## src/hdl/psl_pkg.sv

```systemverilog
// ----------------------------------------------------------------------------
// Per-source packet limiter package
// Shared widths, request and response types, table entry layout and
// configuration register codes.
// ----------------------------------------------------------------------------
package psl_pkg;

    // Field widths.
    localparam int ADDR_W  = 32;
    localparam int PORT_W  = 16;
    localparam int COUNT_W = 8;
    localparam int SLOT_W  = 4;

    // Default table depth.
    localparam int TABLE_ENTRIES_DEF = 16;

    // Configuration port.
    localparam int APB_ADDR_W = 3;
    localparam int APB_DATA_W = 32;
    localparam logic [COUNT_W-1:0] DROP_LIMIT_RST = 8'd3;

    // Register word index, taken from paddr[2].
    typedef enum logic {
        REG_DROP_LIMIT = 1'b0,
        REG_UNUSED     = 1'b1
    } t_reg_idx;

    // One arriving packet.
    typedef struct packed {
        logic [ADDR_W-1:0] src_addr;
        logic [PORT_W-1:0] src_port;
    } t_req;

    // Verdict for one packet.
    typedef struct packed {
        logic               forward;
        logic               hit;
        logic [SLOT_W-1:0]  slot;
        logic [COUNT_W-1:0] count;
    } t_rsp;

    // One table entry as stored in memory.
    typedef struct packed {
        logic [ADDR_W-1:0]  addr;
        logic [PORT_W-1:0]  port;
        logic [COUNT_W-1:0] count;
    } t_entry;

endpackage

```

## src/hdl/psl_cfg_regs.sv

```systemverilog
// ----------------------------------------------------------------------------
// Configuration registers
// APB-style register block holding the drop limit.
// ----------------------------------------------------------------------------
module psl_cfg_regs
    import psl_pkg::*;
(
    input  logic                  i_clk,
    input  logic                  i_rst_n,
    input  logic                  psel,
    input  logic                  penable,
    input  logic                  pwrite,
    input  logic [APB_ADDR_W-1:0] paddr,
    input  logic [APB_DATA_W-1:0] pwdata,
    output logic [APB_DATA_W-1:0] prdata,
    output logic                  pready,
    output logic [COUNT_W-1:0]    o_drop_limit
);

    logic [COUNT_W-1:0] r_drop_limit;
    t_reg_idx           reg_idx;
    logic               wr_en;

    // Word index and write strobe.
    assign reg_idx = t_reg_idx'(paddr[2]);
    assign wr_en   = psel && penable && pwrite;
    assign pready  = 1'b1;

    // Drop limit register.
    always_ff @(posedge i_clk) begin
        if (!i_rst_n) begin
            r_drop_limit <= DROP_LIMIT_RST;
        end else if (wr_en && (reg_idx == REG_DROP_LIMIT)) begin
            r_drop_limit <= pwdata[COUNT_W-1:0];
        end
    end

    // Read mux.
    always_comb begin
        unique case (reg_idx)
            REG_DROP_LIMIT: prdata = {{(APB_DATA_W-COUNT_W){1'b0}}, r_drop_limit};
            default:        prdata = '0;
        endcase
    end

    assign o_drop_limit = r_drop_limit;

endmodule

```

## src/hdl/per_source_packet_limiter.sv

```systemverilog
// Operation: a request is accepted, then the table memory is scanned one entry per cycle.
// The scan stops at the first matching entry, or after the last entry on a miss; the
// verdict is then loaded into the response register, held back while the output stalls.
// Requests are taken one at a time: a new request stalls until the response is loaded.
// Reset (synchronous): valid bits, insertion pointer and control clear; drop limit returns to 3.
// ----------------------------------------------------------------------------
// Per-source packet limiter
// Looks up each packet's source in a table memory, counts packets per source,
// drops them above the limit and replaces entries in FIFO order on a miss.
// ----------------------------------------------------------------------------
module per_source_packet_limiter
    import psl_pkg::*;
#(
    parameter int TABLE_ENTRIES = TABLE_ENTRIES_DEF
) (
    input  logic                  i_clk,
    input  logic                  i_rst_n,
    input  logic                  i_req_valid,
    output logic                  o_req_stall,
    input  t_req                  i_req,
    output logic                  o_rsp_valid,
    input  logic                  i_rsp_stall,
    output t_rsp                  o_rsp,
    input  logic                  psel,
    input  logic                  penable,
    input  logic                  pwrite,
    input  logic [APB_ADDR_W-1:0] paddr,
    input  logic [APB_DATA_W-1:0] pwdata,
    output logic [APB_DATA_W-1:0] prdata,
    output logic                  pready
);

    localparam int IDX_W = (TABLE_ENTRIES > 1) ? $clog2(TABLE_ENTRIES) : 1;
    localparam logic [IDX_W-1:0] LAST_IDX = IDX_W'(TABLE_ENTRIES - 1);

    typedef enum logic [1:0] {
        ST_IDLE,
        ST_SCAN,
        ST_UPDATE
    } t_state;

    // Index increment with wrap at the table depth.
    function automatic logic [IDX_W-1:0] idx_next(input logic [IDX_W-1:0] idx);
        logic [IDX_W-1:0] res;
        if (idx == LAST_IDX) begin
            res = '0;
        end else begin
            res = idx + 1'b1;
        end
        return res;
    endfunction

    t_state             r_state;
    t_req               r_key;
    logic [IDX_W-1:0]   r_scan_idx;
    logic [IDX_W-1:0]   r_data_idx;
    logic               r_data_vld;
    logic               r_hit;
    logic [IDX_W-1:0]   r_slot;
    logic [COUNT_W-1:0] r_cnt;
    logic [IDX_W-1:0]   r_ptr;
    logic [TABLE_ENTRIES-1:0] r_valid;
    logic               r_rsp_valid;
    t_rsp               r_rsp;

    t_entry             r_mem [TABLE_ENTRIES];
    t_entry             r_rd_data;

    logic [COUNT_W-1:0] drop_limit;
    logic               req_accept;
    logic               rsp_free;
    logic               match;
    logic               n_forward;
    logic [COUNT_W-1:0] n_count;
    logic [IDX_W+SLOT_W-1:0] slot_ext;
    logic               wr_en;
    t_entry             wr_data;

    // Configuration registers.
    psl_cfg_regs u_cfg (
        .i_clk        (i_clk),
        .i_rst_n      (i_rst_n),
        .psel         (psel),
        .penable      (penable),
        .pwrite       (pwrite),
        .paddr        (paddr),
        .pwdata       (pwdata),
        .prdata       (prdata),
        .pready       (pready),
        .o_drop_limit (drop_limit)
    );

    // Handshakes.
    assign o_req_stall = (r_state != ST_IDLE);
    assign req_accept  = i_req_valid && !o_req_stall;
    assign rsp_free    = !r_rsp_valid || !i_rsp_stall;
    assign o_rsp_valid = r_rsp_valid;
    assign o_rsp       = r_rsp;

    // Compare the entry read last cycle against the request key.
    assign match = r_data_vld && r_valid[r_data_idx]
                   && (r_rd_data.addr == r_key.src_addr)
                   && (r_rd_data.port == r_key.src_port);

    // Verdict and new count for the selected entry.
    always_comb begin
        if (!r_hit) begin
            n_forward = 1'b1;
            n_count   = COUNT_W'(1);
        end else if (r_cnt < drop_limit) begin
            n_forward = 1'b1;
            n_count   = r_cnt + 1'b1;
        end else begin
            n_forward = 1'b0;
            n_count   = r_cnt;
        end
    end

    assign slot_ext = {{SLOT_W{1'b0}}, r_slot};
    assign wr_en    = (r_state == ST_UPDATE) && rsp_free;
    assign wr_data  = '{addr: r_key.src_addr, port: r_key.src_port, count: n_count};

    // Table memory: one read port, one write port, registered read data.
    always_ff @(posedge i_clk) begin
        r_rd_data <= r_mem[r_scan_idx];
        if (wr_en) begin
            r_mem[r_slot] <= wr_data;
        end
    end

    // Request key and scan payload registers.
    always_ff @(posedge i_clk) begin
        if (req_accept) begin
            r_key <= i_req;
        end
        if (r_state == ST_SCAN) begin
            r_data_idx <= r_scan_idx;
            if (match) begin
                r_slot <= r_data_idx;
                r_cnt  <= r_rd_data.count;
            end else begin
                r_slot <= r_ptr;
                r_cnt  <= '0;
            end
        end
    end

    // Response valid: set when a response is loaded, cleared once it is taken.
    always_ff @(posedge i_clk) begin
        if (!i_rst_n) begin
            r_rsp_valid <= 1'b0;
        end else if (wr_en) begin
            r_rsp_valid <= 1'b1;
        end else if (!i_rsp_stall) begin
            r_rsp_valid <= 1'b0;
        end
    end

    // Sequencer with response register, valid bits and insertion pointer.
    always_ff @(posedge i_clk) begin
        if (!i_rst_n) begin
            r_state     <= ST_IDLE;
            r_scan_idx  <= '0;
            r_data_vld  <= 1'b0;
            r_hit       <= 1'b0;
            r_ptr       <= '0;
            r_valid     <= '0;
        end else begin
            unique case (r_state)
                ST_IDLE: begin
                    r_scan_idx <= '0;
                    r_data_vld <= 1'b0;
                    if (req_accept) begin
                        r_state <= ST_SCAN;
                    end
                end
                ST_SCAN: begin
                    r_scan_idx <= idx_next(r_scan_idx);
                    r_data_vld <= 1'b1;
                    if (match) begin
                        r_hit   <= 1'b1;
                        r_state <= ST_UPDATE;
                    end else if (r_data_vld && (r_data_idx == LAST_IDX)) begin
                        r_hit   <= 1'b0;
                        r_state <= ST_UPDATE;
                    end
                end
                ST_UPDATE: begin
                    if (rsp_free) begin
                        r_rsp.forward <= n_forward;
                        r_rsp.hit     <= r_hit;
                        r_rsp.slot    <= slot_ext[SLOT_W-1:0];
                        r_rsp.count   <= n_count;
                        if (!r_hit) begin
                            r_valid[r_slot] <= 1'b1;
                            r_ptr           <= idx_next(r_ptr);
                        end
                        r_state <= ST_IDLE;
                    end
                end
                default: begin
                    r_state <= ST_IDLE;
                end
            endcase
        end
    end

endmodule

```

## config.mk

```make
export PLATFORM = sky130hd
export DESIGN_NAME = per_source_packet_limiter
export DESIGN_NICKNAME = d
export VERILOG_FILES = /design/src/hdl/psl_pkg.sv /design/src/hdl/psl_cfg_regs.sv /design/src/hdl/per_source_packet_limiter.sv
export SDC_FILE = /design/constraint.sdc
export NUM_CORES = 1
export LEC_CHECK = 0
export BUFFER_PORTS_ARGS = -buffer_cell sky130_fd_sc_hd__buf_4
export CAP_MARGIN = 10
export CORE_ASPECT_RATIO = 0.5
export CORE_UTILIZATION = 61
export DETAILED_ROUTE_END_ITERATION = 12
export GPL_TIMING_DRIVEN = 0
export PLACE_DENSITY = 0.89
export SYNTH_ARGS = -nofsm -noshare
export SYNTH_HDL_FRONTEND = slang
export SYNTH_SLANG_ARGS = --single-unit
```

## constraint.sdc

```tcl
create_clock -name i_clk -period 7.8 [get_ports i_clk]
set_clock_uncertainty 0.05 [all_clocks]
set_input_delay 1.17 -clock i_clk [delete_from_list [all_inputs] [get_ports i_clk]]
set_output_delay 1.17 -clock i_clk [all_outputs]
set_load 0.01 [all_outputs]
```

Word-level counts from Yosys, hierarchy flattened. Memory sizes are Yosys's and may differ from the RTL's. A register that Yosys moved wholly into a read port is not among the register bits. Cells that the tools add are included.

Register bits after elaboration: 115. RAM bits: 896. Output and inout bits: 49. Memories kept: 1.

Memories: r_mem (depth 16, bits a word 56, rd ports 1, clocked after Yosys merged registers in 1, wr ports 1, RTL line per_source_packet_limiter.sv:66) `t_entry r_mem [TABLE_ENTRIES];`.

Add/sub/neg operators: 3. $lt $le $gt $ge: 4. Equal/unequal tests: 11. Muxes and demuxes: 24. Bitwise operators: 3. Reductions and logical operators: 22.

Operators with widths (number): $eq 32x32->1 (1); $mux 8 (3); $eq 16x16->1 (1); $or 16x16->16 (1); $eq 4x4->1 const B (3); $mux 4 (3); $logic_and 1x1->1 (10); $lt 4x5->1 const B (2); $mux 1 (9); $reduce_and 3->1 (3); $add 4x1->4 const B (2); $add 8x1->8 const B (1); $lt 8x8->1 (1); $mux 2 (4); $pmux 4 s2 (1); $pmux 2 s3 (1); $reduce_bool 2->1 (3); $bmux 1 s4 (1); $demux 1 s4 (1); $ge 4x1->1 const B (1); $ne 2x2->1 const B (2); $logic_not 1->1 (3); $ne 3x2->1 const B (1); $eq 2x1->1 const B (1); other kinds (7) (8).

Logic depth before layout (Yosys ltp). Gate-level depths: netlist of run 1.

Depth in word-level cells: 7. Mapped depth: 9. Mapped depth without buffers: 8.

Modules after synthesis. A second synthesis of run 1 with hierarchy kept.

Cells, all modules: 1743. Area, all modules: 39999.6 um^2.

By module, submodules not included: per_source_packet_limiter (instances 1, cells an instance 1673, area each 39399.0 um^2, sequential area each 30949.7 um^2); psl_cfg_regs (instances 1, cells an instance 70, area each 600.6 um^2, sequential area each 160.2 um^2).

Least setup slack after synthesis of run 1. Ideal clock, no wire load.

Path kind: input to register. Start point: in i_rsp_stall. End point: mem r_mem[4][0] (netlist bit), enable pin. Arrival: 5.531 ns. Data required time: 7.212 ns. Slack: 1.680 ns. Stages on the path: 3. Buffers on the path: 0. Path through: a21oi_1 > nand3b_1 > nor3_1.

Cells in the longest elaborated chain, start to end: 5.

RTL lines: from (decl) (RTL line per_source_packet_limiter.sv:22) `input logic i_rsp_stall,`; $logic_not 1->1; $logic_or 1x1->1 (RTL line per_source_packet_limiter.sv:96) `assign rsp_free = !r_rsp_valid || !i_rsp_stall;`; $logic_and 1x1->1 (RTL line per_source_packet_limiter.sv:120) `assign wr_en = (r_state == ST_UPDATE) && rsp_free;`; $mux 1 (RTL line per_source_packet_limiter.sv:126) `if (wr_en) begin`; $mux 1 (implied by the code) (RTL line per_source_packet_limiter.sv:127) `r_mem[r_slot] <= wr_data;`; to (decl) (RTL line per_source_packet_limiter.sv:66).

No other way between the ends.

Worst setup path after layout of run 1.
Start point: reg r_state[1]. End point: mem r_mem[4][22] (netlist bit), enable pin.

Cells in the longest elaborated chain, start to end: 4.

RTL lines: from (decl) (RTL line per_source_packet_limiter.sv:53) `t_state r_state;`; from (signal assigned) (RTL line per_source_packet_limiter.sv:162) `r_state <= ST_IDLE;`; from (signal assigned) (RTL line per_source_packet_limiter.sv:174) `r_state <= ST_SCAN;`; from (signal assigned) (RTL line per_source_packet_limiter.sv:182) `r_state <= ST_UPDATE;`; $eq 2x2->1 (RTL line per_source_packet_limiter.sv:120); $logic_and 1x1->1 (RTL line per_source_packet_limiter.sv:120); $mux 1 (RTL line per_source_packet_limiter.sv:126); $mux 1 (implied by the code) (RTL line per_source_packet_limiter.sv:127).

No other way between the ends.

==> metrics.md, run 1 <==
| Metric | Value |
|---|---|
| Yosys reg bits | `1067` |
| NetSw | `2440 uW` |
| Syn avg cell area | `22.9 um^2` |
| Synth Cell Area | `39900 um^2` |
| Fmax | `0.242 GHz` |
| Worst-path fanout max | `9` |
| Die width | `364 um` |
| Reg2Reg Depth | `8` |
| Comb pwr share | `3.0%` |
| DR vias | `21700` |
| MaxCap Viol Count | `0` |
| RSZ-0062 raised after global routing | `false` |
| Synth-to-Final Area Change | `15.1%` |
| Placer congestion estimate | `0.805` |
| Slew Viols, Final | `0` |
| Setup TNS | `0 ps` |
| Sequential area share after synthesis | `77.9%` |
| TritonCTS Sinks | `1067` |
| Grt total ovfl | `0` |
| Worst Hold Class | `flop to flop` |
| First-pass GRT wire length | `163000 um` |
| Largest net degree at the start of global routing | `24` |
| Die H | `183 um` |
| Sw frac | `21.5%` |
| Placed cells | `2791` |
| CP Class | `flop to flop` |
| P_leak | `0.0144 uW` |
| Post-CTS Setup Bufs | `0` |
| Vias in the first global route | `21600` |
| CTS tree | `yes` |
| WHS Path Cells | `2` |
| IO Pins | `139` |
| CTS buffer count | `87` |
| CTS Buffer Depth | `3` |
| Clock transition at the registers of the reported paths | `70 ps` |
| Clk_lat worst skew | `660 ps` |
| Antenna-violating nets left | `0` |
| Final min period | `4130 ps` |
| Hold Worst Slack | `422 ps` |
| 1st-iter DRT viols | `4343` |
| Post_cts resized | `0` |
| Final Hold Viols | `0` |
| Maximum vdd ir drop | `0.000160 V` |
| Die footprint | `66500 um^2` |
| Core area | `63800 um^2` |
| Fin nets | `2110` |
| Drt drc | `0` |
| Row Count | `65` |
| Pint | `8940 uW` |
| Avg WL per Cell | `39.1 um` |
| DRT Wirelength | `115000 um` |
| Via density | `7.36` |
| PD cells | `248 nW/um^2` |
| Share of cells above drive strength 1 | `30.5%` |
| DRT Pass-1 Iters | `6` |
| Port Buffers | `85` |
| Final period util | `52.9%` |
| Most frequent cells in the layout | `edfxtp_1 (974), mux4_2 (281), buf_4 (119)` |
| Worst rel slew slack | `15.9%` |
| Arrival time at the worst endpoint | `4420 ps` |
| CTS HTree Levels | `3` |
| Initial antenna violation count | `3` |
| Reg area | `31100 um^2` |
| Status | `completed` |
| Hold Buf Count CTS | `0` |
| # setup viols final | `0` |
| Critical Path End Type | `flop` |
| Warnings, synthesis | `0` |
| Final core utilization | `71.9%` |
| Total power | `11400 uW` |
| Filler cell count | `3158` |
| Yosys cell types | `48` |
| GRT Total Usage | `35.7%` |
| Fin cells | `2954` |
| Flop2flop setup slack | `3670 ps` |
| Most common cell after layout, fill and taps aside | `edfxtp_1` |
| Flop pwr share | `55.8%` |
| Multi-input logic area | `8460 um^2` |
| Worst-Margin Slew | `1260 ps` |
| Initial Util | `62.5%` |
| Post-Synthesis Cells | `1744` |
| Root buf cell | `clkbuf_16` |
| Clk pwr share | `41.2%` |
| Data required, critical path | `8090 ps` |
| Critical path launch point type | `flop` |
| Hpwl dp | `64500 um` |
## layer usage
metal	vias up	part of all wire (%)	track usage (%)
li1	7762	-	-
met1	10900	33	48.3
met2	2632	46	54.7
met3	475	15	10.1
met4	8	5.5	16.4
met5	-	0.060	0
## power groups by stage
stage / sequential [uW] / combinational (uW) / clock, uW
floorplan: 6440 / 202 / 0
finish: 6350 / 338 / 4690
CTS: 6350 / 332 / 4670
global route: 6350 / 349 / 4860
global placement: 6460 / 298 / 0
detailed placement: 6470 / 320 / 0
## cell families (layout without fill, tap and decap cells)
kind of cell | Yosys count | after routing | synth area share [%]
AOI/OAI and AO/OA | 64 | 64 | 0.997
xor gates and xnor gates | 50 | 50 | 1.10
adders and majority gates | 10 | 10 | 0.313
buffers and inverters | 113 | 428 | 1.38
DFF | 1067 | 1067 | 77.9
muxes | 289 | 289 | 16.2
other | 2 | 26 | 0.0188
and+or+nand+nor | 149 | 149 | 2.02
## worst max-delay path, cell delays in order (launching register included)
cell	delay, ps
dfxtp_1	530
nand2b_1	150
a21oi_1	700
nand3b_1	620
nor3_2	830
buf_8	250
buf_8	190
buf_4	260
buf_6	220
## Yosys cell counts (all sizes together)
library cell,n,area [um^2]
edfxtp,974,29200
mux4,285,6430
dfxtp,93,1860
buf,66,374
clkbuf,36,135
nand2,32,120
xnor2,29,254
nor2b,26,163
nor2,25,93.8
xor2,21,184
a21oi,19,95.1
a21boi,15,113
o21ai,13,65.1
and2,12,85.1
inv,11,41.3
ha,10,125
nand4,10,62.6
nand3,9,45.0
nor3,7,40.0
nor4,6,37.5
nand2b,5,31.3
a21o,4,30.0
a31oi,4,25.0
mux2,4,45.0
or3,4,25.0
a22oi,3,22.5
a311oi,2,17.5
and4,2,17.5
conb,2,7.51
nand3b,2,15.0
o211ai,2,15.0
or2,2,12.5
and3,1,6.26
and4b,1,10.0
nand4b,1,8.76
nor3b,1,7.51
o21a,1,7.51
o31ai,1,7.51
or2b,1,8.76
or4,1,7.51
or4b,1,10.0
## registers in the layout, indices dropped and copies added, names as in the netlist, 8 cells and up
register,count
r_mem,896
r_rd_data,56
r_key,48
r_valid,16
o_rsp,14
r_cnt,8
u_cfg.o_drop_limit,8
## final cells by class
class | instances | area share (%)
antenna | 1 | 0.00545
buffer | 102 | 1.11
clock buffer | 113 | 5.31
clock inverter | 48 | 1.07
inverter | 11 | 0.0899
multi-input combinational | 587 | 18.4
sequential | 1067 | 67.7
tap | 871 | 2.37
timing repair buffer | 154 | 3.87
## path summary, 6_finish.rpt
kind	startpoint	end
worst max-delay path	r_state[1]	r_mem[4][22]
worst min-delay path	u_cfg.o_drop_limit[2]	u_cfg.o_drop_limit[2]
worst max register to register	r_state[1]	r_mem[4][22]
worst min register to register	u_cfg.o_drop_limit[2]	u_cfg.o_drop_limit[2]
## through the flow
step	setup slack, ps	instance area [um^2]
2_1_floorplan	1680	40000
3_3_place_gp	-3410	41700
3_5_place_dp	3510	43000
4_1_cts	3900	45900
5_1_grt	3750	45900
6_report	3670	45900
Power figures use the tool's default switching activity.
==> run 2: changes to the inputs <==
clock period = 4.01 ns   (was 7.8 ns; I/O delays follow)
==> run 2 against run 1 <==
Compared with the run above:
- non-clock buffer count down 12
- sequential share of layout area fell by 0.13 points
- via count about the same
- critical endpoint is now r_rd_data[10]
==> metrics.md, run 2 (same netlist as run 1, synthesis figures left out) <==
| Metric | Value |
|---|---|
| First-pass GRT wire length | `162000 um (-0.51%)` |
| DR vias | `21700 (-0.069%)` |
| CP Depth | `5 (-3)` |
| Post-CTS Setup Bufs | `1 (+1)` |
| Worst Hold Class | `input port to flop` |
| CTS HTree Levels | `3 (unchanged)` |
| Status | `completed` |
| GRT Total Usage | `35.5% (-0.16 points)` |
| Antenna-violating nets left | `0 (unchanged)` |
| Avg WL per Cell | `39.2 um (+0.38%)` |
| P_leak | `0.0144 uW (-0.21%)` |
| Fmax | `0.250 GHz (+3.2%)` |
| Largest net degree at the start of global routing | `24 (unchanged)` |
| Critical path launch point type | `flop` |
| Placer congestion estimate | `0.803 (-0.20%)` |
| CTS Buffer Depth | `3 (unchanged)` |
| Drt drc | `0 (unchanged)` |
| Hpwl dp | `63400 um (-1.8%)` |
| Fin nets | `2097 (-0.62%)` |
| Top reg by flops | `r_mem` |
| PD cells | `481 nW/um^2 (+94%)` |
| Clock transition at the registers of the reported paths | `90 ps (+20 ps)` |
| Biggest regs | `r_mem (896), r_rd_data (56), r_key (48)` |
| Setup TNS | `0 ps (unchanged)` |
| Final period util | `99.8% (+47 points)` |
| Clk_lat worst skew | `670 ps (about the same)` |
| Slew Viols, Final | `0 (unchanged)` |
| Final min period | `4000 ps (-126 ps)` |
| Vias in the first global route | `21300 (-1.2%)` |
| Filler cell count | `3119 (-1.2%)` |
| # setup viols final | `0 (unchanged)` |
| Initial antenna violation count | `2 (-1)` |
| CP Class | `flop to flop` |
| Reg area | `31100 um^2 (unchanged)` |
| Row Count | `65 (unchanged)` |
| Most frequent cells in the layout | `edfxtp_1 (974), mux4_2 (281), buf_4 (116)` |
| Root buf cell | `clkbuf_16` |
| Arrival time at the worst endpoint | `4500 ps (+80 ps)` |
| Most common cell after layout, fill and taps aside | `edfxtp_1` |
| CP max stage delay | `830 ps (about the same)` |
| Initial Util | `62.5% (unchanged)` |
| CTS tree | `yes` |
| Max reg flops | `896 (unchanged)` |
| 1st-iter DRT viols | `4401 (+1.3%)` |
| Worst-Margin Slew | `1220 ps (-43.2 ps)` |
| Port Buffers | `85 (unchanged)` |
| Critical Path End Type | `flop` |
| Maximum vdd ir drop | `0.000374 V (+130%)` |
| TritonCTS Sinks | `1067 (unchanged)` |
| Worst rel slew slack | `18.8% (+2.9 points)` |
| DRT Pass-1 Iters | `5 (-1)` |
| DRT Wirelength | `115000 um (about the same)` |
| MaxCap Viol Count | `0 (unchanged)` |
| Hold Worst Slack | `62.5 ps (-359 ps)` |
| Share of cells above drive strength 1 | `30.3% (-0.23 points)` |
| Flop2flop setup slack | `7 ps (-3660 ps)` |
| Grt total ovfl | `0 (unchanged)` |
| Reg2Reg Depth | `5 (-3)` |
| Post_cts resized | `0 (unchanged)` |
| Multi-input logic area | `8480 um^2 (+0.30%)` |
| Gr busiest metal | `met2` |
| Worst-path cell chain | `clkbuf_1 > buf_1 > buf_1 > mux4_2 > mux4_2` |
| Crit path max-delay family | `buffers and inverters` |
| IO Pins | `139 (unchanged)` |
| Met2 Track Usage GR | `54.3% (-0.46 points)` |
| Worst-path fanout max | `10 (+1)` |
| Met1 Use GR | `49.0% (+0.67 points)` |
| Die footprint | `66500 um^2 (unchanged)` |
| Die H | `183 um (unchanged)` |
| Final Hold Viols | `0 (unchanged)` |
| Synth-to-Final Area Change | `15.3%` |
| Hold Buf Count CTS | `0 (unchanged)` |
| WP buf/inv | `3 (-1)` |
| GR met3 Demand/Resource | `10.0% (-0.049 points)` |
| WHS Path Cells | `1 (-1)` |
| CTS buffer count | `86 (-1.1%)` |
| Via density | `7.39 (+0.41%)` |
| Data required, critical path | `4500 ps (-3590 ps)` |
| Core area | `63800 um^2 (unchanged)` |
| Max stage delay cell, worst path | `buf_1` |
| Die width | `364 um (unchanged)` |
| RSZ-0062 raised after global routing | `false` |
## run 2: metal layers
layer | vias to the layer above | routed length (um)
met3 | 439 | 18400
met5 | - | 125
li1 | 7723 | -
met1 | 10900 | 38000
met4 | 4 | 5770
met2 | 2665 | 53100
## run 2: metrics by stage
step           power, uW  utilization, %  cells  instance area, um^2  setup WS [ps]
2_1_floorplan      12900               -   1767                40000          -42.8
3_3_place_gp       13100            65.4   2723                41700          -3430
3_5_place_dp       13200            67.4   2777                43000           23.1
4_1_cts            22100            72.0   2937                46000            198
5_1_grt            22500            72.1   2939                46000            118
6_report           22100            72.1   2940                46000           6.93
## run 2: layout make-up
class / instances / share of cell area (%)
Antenna cell: 1 / 0.00544
Timing Repair Buffer: 142 / 4.02
Multi-Input combinational cell: 587 / 18.4
Tap cell: 871 / 2.37
Buffer: 102 / 1.11
Sequential cell: 1067 / 67.6
Clock buffer: 117 / 5.31
Clock inverter: 42 / 1.06
Inverter: 11 / 0.0897
## run 2: worst paths after layout
kind | startpoint | end
worst max-delay path | r_scan_idx[1] | r_rd_data[10]
worst min-delay path | i_req[46] | r_key[46]
worst max register to register | r_scan_idx[1] | r_rd_data[10]
worst min register to register | r_scan_idx[2] | r_data_idx[2]
## run 2: power breakdown
| group | leakage (uW) | internal, uW | switching [uW] |
|---|---|---|---|
| combinational | 0.00337 | 306 | 356 |
| sequential | 0.00958 | 12200 | 181 |
| clock | 0.00142 | 4900 | 4210 |
| total | 0.0144 | 17400 | 4740 |
